## src/integer_to_radix_digits_core_assert.svh

```systemverilog
// Assertion macros shared by the radix digit conversion modules.
`ifndef INTEGER_TO_RADIX_DIGITS_CORE_ASSERT_SVH
`define INTEGER_TO_RADIX_DIGITS_CORE_ASSERT_SVH

// Check that a property holds on every clock edge outside reset.
`define RITD_ASSERT(label, prop, msg) \
	label: assert property (@(posedge clk) disable iff (!arst_n) (prop)) else $error(msg);

// Check that a condition never becomes true outside reset.
`define RITD_NEVER(label, cond, msg) \
	label: assert property (@(posedge clk) disable iff (!arst_n) !(cond)) else $error(msg);

`endif

```

## src/ritd_pkg.sv

```systemverilog
// Shared types, constants and functions of the radix digit converter.
package ritd_pkg;

	localparam int VALUE_BITS_DEF = 63;
	localparam int RADIX_W        = 6;
	localparam int DIGIT_W        = 6;
	localparam int CHAR_W         = 7;
	localparam int OUT_DATA_W     = 8;

	localparam logic [RADIX_W-1:0] RADIX_MIN     = 6'd2;
	localparam logic [RADIX_W-1:0] RADIX_MAX     = 6'd36;
	localparam logic [DIGIT_W-1:0] DECIMAL_SPLIT = 6'd10;
	localparam logic [CHAR_W-1:0]  CHAR_ZERO     = 7'd48;
	localparam logic [CHAR_W-1:0]  CHAR_ALPHA    = 7'd65;

	typedef struct packed {
		logic valid;
		logic bits;
	} carry_t;

	typedef struct packed {
		logic clear;
		logic shift;
	} cell_ctrl_t;

	typedef enum logic [1:0] {
		ST_IDLE,
		ST_CONV,
		ST_EMIT
	} state_t;

	function automatic logic [RADIX_W-1:0] radix_sat_f(input logic [RADIX_W-1:0] r);
		logic [RADIX_W-1:0] res;
		res = r;
		if (r < RADIX_MIN) res = RADIX_MIN;
		if (r > RADIX_MAX) res = RADIX_MAX;
		return res;
	endfunction

	function automatic logic [CHAR_W-1:0] digit_char_f(input logic [DIGIT_W-1:0] d);
		logic [CHAR_W-1:0] res;
		if (d < DECIMAL_SPLIT) begin
			res = CHAR_ZERO + CHAR_W'(d);
		end else begin
			res = CHAR_ALPHA + CHAR_W'(d - DECIMAL_SPLIT);
		end
		return res;
	endfunction

endpackage

```

## src/ritd_cell.sv

```systemverilog
// One digit cell: doubles its digit plus an incoming carry modulo the radix, or clears, or loads a shifted-in digit.
module ritd_cell (
	input  logic                           clk,
	input  logic                           arst_n,
	input  ritd_pkg::cell_ctrl_t           ctrl,
	input  logic [ritd_pkg::RADIX_W-1:0]   radix,
	input  logic [ritd_pkg::DIGIT_W-1:0]   digit_in,
	input  ritd_pkg::carry_t               cin,
	output logic [ritd_pkg::DIGIT_W-1:0]   digit,
	output ritd_pkg::carry_t               cout
);
	import ritd_pkg::*;

	logic [DIGIT_W-1:0] digit_q;
	carry_t             carry_q;
	logic [DIGIT_W:0]   sum;
	logic               ge;
	logic [DIGIT_W:0]   diff;

	// digit < radix, so 2*digit+1 < 2*radix and one subtract suffices
	assign sum  = {digit_q, cin.bits};
	assign ge   = sum >= {1'b0, radix};
	assign diff = sum - {1'b0, radix};

	always_ff @(posedge clk or negedge arst_n) begin
		if (!arst_n) begin
			carry_q <= '0;
		end else if (ctrl.clear || ctrl.shift) begin
			carry_q <= '0;
		end else begin
			carry_q.valid <= cin.valid;
			carry_q.bits  <= cin.valid & ge;
		end
	end

	always_ff @(posedge clk) begin
		if (ctrl.clear) begin
			digit_q <= '0;
		end else if (ctrl.shift) begin
			digit_q <= digit_in;
		end else if (cin.valid) begin
			digit_q <= ge ? diff[DIGIT_W-1:0] : sum[DIGIT_W-1:0];
		end
	end

	assign digit = digit_q;
	assign cout  = carry_q;

endmodule

```

## src/ritd_chain.sv

```systemverilog
// Row of digit cells; carries move one cell per cycle, digits shift up to emit.
`include "integer_to_radix_digits_core_assert.svh"

module ritd_chain #(
	parameter int VALUE_BITS = ritd_pkg::VALUE_BITS_DEF
) (
	input  logic                         clk,
	input  logic                         arst_n,
	input  ritd_pkg::cell_ctrl_t         ctrl,
	input  logic [ritd_pkg::RADIX_W-1:0] radix,
	input  ritd_pkg::carry_t             feed,
	output logic [ritd_pkg::DIGIT_W-1:0] top_digit
);
	import ritd_pkg::*;

	logic [DIGIT_W-1:0] digit_w [VALUE_BITS];
	carry_t             carry_w [VALUE_BITS+1];

	assign carry_w[0] = feed;

	for (genvar k = 0; k < VALUE_BITS; k++) begin : g_cell
		logic [DIGIT_W-1:0] din;
		if (k == 0) begin : g_first
			assign din = '0;
		end else begin : g_next
			assign din = digit_w[k-1];
		end
		ritd_cell u_cell (
			.clk      (clk),
			.arst_n   (arst_n),
			.ctrl     (ctrl),
			.radix    (radix),
			.digit_in (din),
			.cin      (carry_w[k]),
			.digit    (digit_w[k]),
			.cout     (carry_w[k+1])
		);
	end

	assign top_digit = digit_w[VALUE_BITS-1];

	// the top cell can never overflow: VALUE_BITS digits cover any value at radix 2
	`RITD_NEVER(a_no_overflow, carry_w[VALUE_BITS].valid && carry_w[VALUE_BITS].bits,
		"carry left the top digit cell")

endmodule

```

## src/integer_to_radix_digits_core.sv

```systemverilog
// The value is fed in MSB first and the carries drain through the chain, then one digit per cycle
// leaves while the receiver does not stall; up to VALUE_BITS-1 leading zero digits are dropped first.
// A new number is accepted only in idle, once the last digit of the previous one is loaded into the
// output register; receiver stalls delay that.
// Reset (arst_n low, asynchronous): controller to idle, output and carry valids cleared.
`include "integer_to_radix_digits_core_assert.svh"

module integer_to_radix_digits_core #(
	parameter int VALUE_BITS = ritd_pkg::VALUE_BITS_DEF
) (
	input  logic                                           clk,
	input  logic                                           arst_n,
	// slave side tdata, from bit 0 up: value, radix, zero padding
	input  logic [((VALUE_BITS+ritd_pkg::RADIX_W+7)/8)*8-1:0] s_tdata,
	input  logic                                           s_tvalid,
	output logic                                           s_tready,
	// master side tdata, from bit 0 up: digit_char, zero padding
	output logic [ritd_pkg::OUT_DATA_W-1:0]                m_tdata,
	output logic                                           m_tvalid,
	input  logic                                           m_tready,
	// last_digit: marks the least significant digit of the number
	output logic                                           m_tlast
);
	import ritd_pkg::*;

	localparam int CNT_W    = $clog2(2*VALUE_BITS);
	localparam int REM_W    = $clog2(VALUE_BITS+1);
	localparam int CNT_LAST = 2*VALUE_BITS-2;

	state_t               state_q, state_d;
	logic [VALUE_BITS-1:0] value_q;
	logic [RADIX_W-1:0]   radix_q;
	logic [CNT_W-1:0]     cnt_q, cnt_d;
	logic [REM_W-1:0]     rem_q, rem_d;
	logic                 started_q, started_d;
	logic                 out_valid_q;
	logic [CHAR_W-1:0]    out_char_q;
	logic                 out_last_q;

	logic                 accept;
	logic                 skip;
	logic                 load_out;
	logic                 out_free;
	logic                 feeding;
	cell_ctrl_t           ctrl;
	carry_t               feed;
	logic [DIGIT_W-1:0]   top_digit;

	assign s_tready = (state_q == ST_IDLE);
	assign accept   = s_tvalid && s_tready;
	assign out_free = !out_valid_q || m_tready;

	// the value enters MSB first, one bit per cycle, until all VALUE_BITS bits are in
	assign feeding    = (state_q == ST_CONV) && (cnt_q < CNT_W'(VALUE_BITS));
	assign feed.valid = feeding;
	assign feed.bits  = feeding & value_q[VALUE_BITS-1];

	// skip drops leading zero digits; the final digit is always sent, so zero gives '0'
	always_comb begin
		state_d   = state_q;
		cnt_d     = cnt_q;
		rem_d     = rem_q;
		started_d = started_q;
		skip      = 1'b0;
		load_out  = 1'b0;
		case (state_q)
			ST_IDLE: begin
				if (accept) begin
					state_d   = ST_CONV;
					cnt_d     = '0;
					started_d = 1'b0;
				end
			end
			ST_CONV: begin
				cnt_d = cnt_q + CNT_W'(1);
				if (cnt_q == CNT_W'(CNT_LAST)) begin
					state_d = ST_EMIT;
					rem_d   = REM_W'(VALUE_BITS);
				end
			end
			ST_EMIT: begin
				if (!started_q && top_digit == '0 && rem_q != REM_W'(1)) begin
					skip  = 1'b1;
					rem_d = rem_q - REM_W'(1);
				end else if (out_free) begin
					load_out  = 1'b1;
					started_d = 1'b1;
					rem_d     = rem_q - REM_W'(1);
					if (rem_q == REM_W'(1)) begin
						state_d = ST_IDLE;
					end
				end
			end
			default: begin
				state_d = ST_IDLE;
			end
		endcase
	end

	assign ctrl.clear = accept;
	assign ctrl.shift = skip || load_out;

	always_ff @(posedge clk or negedge arst_n) begin
		if (!arst_n) begin
			state_q   <= ST_IDLE;
			cnt_q     <= '0;
			rem_q     <= '0;
			started_q <= 1'b0;
		end else begin
			state_q   <= state_d;
			cnt_q     <= cnt_d;
			rem_q     <= rem_d;
			started_q <= started_d;
		end
	end

	// hold the value for shifting out, the saturated radix for the whole item
	always_ff @(posedge clk) begin
		if (accept) begin
			value_q <= s_tdata[VALUE_BITS-1:0];
			radix_q <= radix_sat_f(s_tdata[VALUE_BITS +: RADIX_W]);
		end else if (feeding) begin
			value_q <= {value_q[VALUE_BITS-2:0], 1'b0};
		end
	end

	// output register: a waiting digit does not block the next input transfer
	always_ff @(posedge clk or negedge arst_n) begin
		if (!arst_n) begin
			out_valid_q <= 1'b0;
		end else if (load_out) begin
			out_valid_q <= 1'b1;
		end else if (m_tready) begin
			out_valid_q <= 1'b0;
		end
	end

	always_ff @(posedge clk) begin
		if (load_out) begin
			out_char_q <= digit_char_f(top_digit);
			out_last_q <= (rem_q == REM_W'(1));
		end
	end

	assign m_tvalid = out_valid_q;
	assign m_tdata  = {{(OUT_DATA_W-CHAR_W){1'b0}}, out_char_q};
	assign m_tlast  = out_last_q;

	ritd_chain #(
		.VALUE_BITS (VALUE_BITS)
	) u_chain (
		.clk       (clk),
		.arst_n    (arst_n),
		.ctrl      (ctrl),
		.radix     (radix_q),
		.feed      (feed),
		.top_digit (top_digit)
	);

	`RITD_ASSERT(a_accept_starts, accept |=> (state_q == ST_CONV) && (cnt_q == '0),
		"accepted transfer did not start a conversion")
	`RITD_NEVER(a_rem_zero, (state_q == ST_EMIT) && (rem_q == '0),
		"digit countdown ran out while emitting")
	`RITD_ASSERT(a_char_range, m_tvalid |-> (out_char_q >= CHAR_ZERO) && (out_char_q <= 7'd90),
		"digit character out of range")
	`RITD_ASSERT(a_last_sent, (state_q == ST_EMIT) && (rem_q == REM_W'(1)) |-> !skip,
		"final digit was dropped")

endmodule

```

## config.mk

```make
export PLATFORM = sky130hd
export DESIGN_NAME = integer_to_radix_digits_core
export DESIGN_NICKNAME = d
export VERILOG_FILES = /design/src/ritd_pkg.sv /design/src/ritd_cell.sv /design/src/ritd_chain.sv /design/src/integer_to_radix_digits_core.sv
export VERILOG_INCLUDE_DIRS = /design/src /design/src/src
export SDC_FILE = /design/constraint.sdc
export NUM_CORES = 2
export LEC_CHECK = 0
export BUFFER_PORTS_ARGS = -buffer_cell sky130_fd_sc_hd__buf_4
export CAP_MARGIN = 10
export CORE_AREA = 2 2 299 301
export DETAILED_ROUTE_END_ITERATION = 8
export DIE_AREA = 0 0 301 303
export GPL_ROUTABILITY_DRIVEN = 0
export PLACE_DENSITY_LB_ADDON = 0.12
export SKIP_CTS_REPAIR_TIMING = 1
export SYNTH_ARGS = -nofsm -noshare
export SYNTH_HDL_FRONTEND = slang
export SYNTH_SLANG_ARGS = --single-unit
```

## constraint.sdc

```tcl
create_clock -name clk -period 18 [get_ports clk]
set_input_delay 3.6 -clock clk [delete_from_list [all_inputs] [get_ports clk]]
set_output_delay 3.6 -clock clk [all_outputs]
set_load 0.005 [all_outputs]
```

Word level (Yosys, flattened, before mapping):

Index checks and enable logic that the tools add are counted.

* $add $sub $neg: 68
* order comparisons: 67
* eq/ne operators: 11
* multiplexer cells: 276
* bitwise logic cells: 63
* reduce and logical (&&, ||, !) cells: 84

Operators with widths (count)
* two-way mux 6 bit: 191
* >= comparator 7 x 6 -> 1 bit: 63
* subtractor 6 bit: 63
* two-way mux 2 bit: 67
* nonzero test 2 bit: 67
* two-way mux 63 bit: 2
* bitwise AND 1 bit: 63
* two-way mux 7 bit: 2
* case mux 7 bit (2 select lines): 1
* case mux 6 bit (2 select lines): 1
* two-way mux 1 bit: 10
* adder 6 x 6 -> 7 bit (first input constant): 1
* adder 7 x 1 -> 7 bit (second input constant): 1
* adder 7 bit (first input constant): 1
* == test 7 bit (second input constant): 1
* less-than comparator 7 x 6 -> 1 bit (second input constant): 1
* subtractor 6 x 4 -> 7 bit (second input constant): 1
* == test 6 x 1 -> 1 bit (second input constant): 1
* greater-than comparator 6 bit (second input constant): 1
* logical NOT 6 bit: 1
* less-than comparator 6 x 2 -> 1 bit (second input constant): 1
* less-than comparator 6 x 4 -> 1 bit (second input constant): 1
* inequality test 2 bit (second input constant): 3
* inequality test 6 x 1 -> 1 bit (second input constant): 1
* 16 further kinds: 24

* bits in registers: 596
* input port bits: 76
* output and inout bits: 11
* word-level logic and storage cells: 766

Longest topological paths before layout:

* depth in word-level cells: 8
* gate-level depth with buffers: 16
* gate-level depth less buffers: 14

Cells and area by module:

A second synthesis with hierarchy kept.

* cells, all modules: 5614
* area total of the unflattened synthesis: 48704.2 µm²

By module, submodules not included
* ritd_cell: instances 63, cells an instance 84, area each 701.9 µm², seq. area each 170.2 µm²
* integer_to_radix_digits_core: instances 1, cells an instance 321, area each 4479.3 µm², seq. area each 2737.6 µm²
* ritd_chain: instances 1, cells an instance 1, area each 3.8 µm², seq. area each 0.0 µm²

Worst setup path after synthesis:

OpenSTA, ideal clock, no wires.

* path kind: register to register
* start point: register radix_q[1]
* end point: register u_chain.g_cell[34].u_cell.digit_q[2]
* library setup time: 116 ps
* data arrival time: 7195 ps
* required time: 17884 ps
* slack: 10689 ps
* stages on the path, launching flop included: 9
* path buffers: 0
* period minus slack after synthesis: 7311 ps
* path through: edfxtp_1 > inv_1 > ha_1 > nor2b_1 > o31a_1 > a211oi_2 > mux2i_1 > a21oi_1 > a31o_2

* longest elaborated chain between the ends: 4
* elaborated cells on any way between the ends: 5
* those cells by class: add/sub: 1; order compare: 1; mux: 3

RTL lines
* start: declaration: RTL line integer_to_radix_digits_core.sv:32 `logic [RADIX_W-1:0] radix_q;`
* start signal: assignment: RTL line integer_to_radix_digits_core.sv:121 `radix_q <= radix_sat_f(s_tdata[VALUE_BITS +: RADIX_W]);`
* subtractor 6 bit or >= comparator 7 x 6 -> 1 bit (tied branches): RTL line ritd_cell.sv:23, ritd_cell.sv:22
* two-way mux 6 bit *: RTL line ritd_cell.sv:42 `digit_q <= ge ? diff[DIGIT_W-1:0] : sum[DIGIT_W-1:0];`
* two-way mux 6 bit *: RTL line ritd_cell.sv:41 `end else if (cin.valid) begin`
* two-way mux 6 bit *: RTL line ritd_cell.sv:39 `end else if (ctrl.shift) begin`
* end signal: assignment: RTL line ritd_cell.sv:40 `digit_q <= digit_in;`
* end signal: assignment: RTL line ritd_cell.sv:42
* end: declaration: RTL line ritd_cell.sv:14 `logic [DIGIT_W-1:0] digit_q;`

Every way passes the cells marked *; elsewhere a longest branch is shown, timed or not. The select of a mux whose other input is x is not followed.
A chain may end at the register's enable or synchronous reset.

Final worst setup path:

* start point: input port s_tvalid
* end point: register u_chain.g_cell[45].u_cell.digit_q[2]

* longest elaborated chain between the ends: 1

RTL lines
* start: declaration: RTL line integer_to_radix_digits_core.sv:15 `input logic s_tvalid,`
* logical AND 1 bit: RTL line integer_to_radix_digits_core.sv:50 `assign accept = s_tvalid && s_tready;`
* end signal: assignment: RTL line ritd_cell.sv:40
* end signal: assignment: RTL line ritd_cell.sv:42
* end: declaration: RTL line ritd_cell.sv:14

Every way passes these cells.

==> impl_results.md <==
- Pre-antenna DRT Iters: 5
- Initial Util: 0.4948
- Ys Warns: 0
- Synth Cell Area: 43,520 sq um
- PD cells: 149.5 nW/um^2
- First-pass GRT wire length: 187,400 um
- Clk_lat worst skew: 0.64 ns
- Yosys reg bits: 596
- I/O pin count: 87
- Final slew viol count: 0
- Gr usage total: 0.2478
- Syn_nets: 5,656
- CTS max path bufs: 3
- CTS tree: built
- Outcome: finished, final reports clean
- Met1 Wirelength: 55,050 um
- Max Used Layer: met4
- Filler instances: 8,262
- HP Class: reg -> reg
- Die Height: 303 um
- Cells after DPL: 6,181
- Unrepaired setup endpoints after global routing: no
- DR vias: 37,230
- Peak supply drop: 143.8 uV
- Max Cap Violations: 0
- Setup TNS: 0 ns
- Synth cell types: 87
- Fin crit period: 7.789 ns
- Placement Rows: 109
- Worst-margin pin slew: 1.065 ns
- Routed len/inst: 17.90 um
- Largest net degree at the start of global routing: 178
- Core area: 87,970 sq um
- Number of diodes: 0
- Clock sinks: 596
- Max frequency: 128.4 MHz
- Most common cell after layout, fill and taps aside: nand2_1
- Clock Tree Root: clkbuf_16
- Sequential fraction of the synthesis area: 0.3081
- Worst-path fanout max: 98
- Relative slew slack: 0.2902
- Syn Inst Count: 5,127
- Most frequent cells in the layout: 517 x nand2_1, 493 x a21oi_1, 391 x o21ai_0, 390 x ha_1, 378 x dfxtp_1
- Initial antenna violation count: 1
- Post-route core utilization: 0.5410
- DR vias/cell: 5.889
- Mean Syn Cell Area: 8.489 sq um
- Fraction of registers with async set/reset: 0.2366
- Layout cell share with drive strength beyond 1: 0.07157
- Final hold violation count: 0
- P_leak: 20.20 nW
- Met3 wire length: 4054 um
- Critical path class: in -> reg
- Dominant synthesized flop cell: dfxtp_1
- Worst Path Required: 18.57 ns
- IO Port Bufs: 82
- Routed wire length: 113,200 um
- Final ANT Viol Nets: 0
- Critical path capture point type: flip-flop
- Met2 wire len: 51,680 um
- Tcrit/Tclk final: 0.4327
- Fin nets: 5,622
- Post-DP HPWL: 70,790 um
- Drt first-iter violations: 2,209
- Post-synth EDFFs: 77
- Number of global-route vias before repair: 36,020
- # setup viols final: 0
- Clock transition at the registers of the reported paths: 0.06 ns
- Global route overflow: 0
- # DRC: 0
- TritonCTS Buffers: 75
- Setup Skew: 0.03262 ns
- Final Non-Filler Cells: 6,321
- Die area: 91,200 sq um
- Worst setup SP type: input pin
- WP data arrival: 8.36 ns
- H-tree Lvls: 3
- Layout area overhead: 9.349%
- Die X: 301 um
==> flip-flops by register name (all words and copies together), names as in the netlist <==
signal                       cells
u_chain.g_cell.u_cell.digit    378
state_q                          2
m_tvalid                         1
cnt_q                            7
u_chain.g_cell.u_cell.cout     124
out_char_q                       7
started_q                        1
value_q                         63
m_tlast                          1
radix_q                          6
rem_q                            6
==> cells in the mapped netlist (all sizes together), types with 39 or more instances <==
master,count,area share
xnor2,107,0.022
xor2,70,0.014
o21a,102,0.018
nand3,108,0.012
o21ai,407,0.047
nand2,520,0.045
inv,238,0.021
dfrtp,141,0.081
a211oi,39,0.0070
buf,84,0.010
o31ai,49,0.0087
nor2,350,0.030
a31o,51,0.010
nor2b,86,0.012
and3,50,0.0072
a31oi,62,0.0091
nor3,52,0.0061
dfxtp,378,0.17
clkbuf,139,0.012
a21o,87,0.015
o211ai,126,0.022
fa,63,0.029
mux2i,245,0.056
ha,390,0.11
nand2b,172,0.025
edfxtp,77,0.053
a21oi,493,0.057
==> layout make-up <==
cell class | count | area [sq um] | share of cell area
clock buffer | 102 | 2160 | 0.04538
clock inverter | 38 | 499.2 | 0.01049
inverter | 239 | 914.6 | 0.01922
multi-input combinational | 4069 | 28290 | 0.5945
sequential | 596 | 13410 | 0.2817
tap | 1165 | 1458 | 0.03063
timing repair buffer | 112 | 859.6 | 0.01806
==> report_power, final <==
part / internal [mW] / total (mW) / switching, mW
sequential: 1.70 / 1.97 / 0.268
clock: 0.978 / 1.61 / 0.636
combinational: 1.36 / 3.53 / 2.17
total: 4.04 / 7.12 / 3.08
==> path summary, 6_finish.rpt <==
kind | from | end | slack (ns) | cells after the start
worst max-delay path | s_tvalid | u_chain.g_cell[45].u_cell.digit[2] | 10.21 | 10
worst min-delay path | u_chain.g_cell[0].u_cell.digit[5] | u_chain.g_cell[0].u_cell.digit[5] | 0.47 | 2
worst max register to register | state_q[0] | u_chain.g_cell[45].u_cell.digit[2] | 12.53 | 11
worst min register to register | u_chain.g_cell[0].u_cell.digit[5] | u_chain.g_cell[0].u_cell.digit[5] | 0.47 | 2
max in group asynchronous | arst_n | u_chain.g_cell[46].u_cell.cout[0] | 13.43 | 2
min in group asynchronous | arst_n | u_chain.g_cell[20].u_cell.cout[0] | 3.11 | 1
==> kinds of logic (layout without fill, tap and decap cells) <==
logic type      after synthesis  in the layout  synth area share
other cells                   1              1        0.00008616
mux                         278            278           0.06488
xor+xnor                    177            177           0.03562
flops                       596            596            0.3081
compound gates             1662           1662            0.2446
buf+inv                     462            491           0.04298
simple gates               1497           1497            0.1625
fa+ha+maj                   454            454            0.1413
==> critical path, cell delays in order <==
cell and delay (ns):
buf_4 0.13, nand2_4 0.41, buf_4 0.59, buf_4 0.56, buf_4 0.92, buf_4 0.70, buf_4 0.77, o211ai_1 0.18
a21oi_1 0.18, a31o_2 0.12
==> metal layers <==
layer	track usage	vias up
li1	-	18660
met1	0.3408	17770
met2	0.4144	645
met3	0.02628	154
met4	0.06622	0
met5	0	-
==> per-stage QoR <==
step	power [mW]	hold slack (ns)	area, sq um	setup WS [ns]
2_1_floorplan	4.653	0.4467	43520	10.69
3_5_place_dp	5.499	0.4686	44930	9.548
6_report	7.116	0.4743	47590	10.21
3_3_place_gp	5.457	0.4660	44930	9.575
5_1_grt	7.688	0.5009	47590	9.753
4_1_cts	7.155	0.4786	47590	10.18
Note: power is estimated with default switching activity, not from simulation.
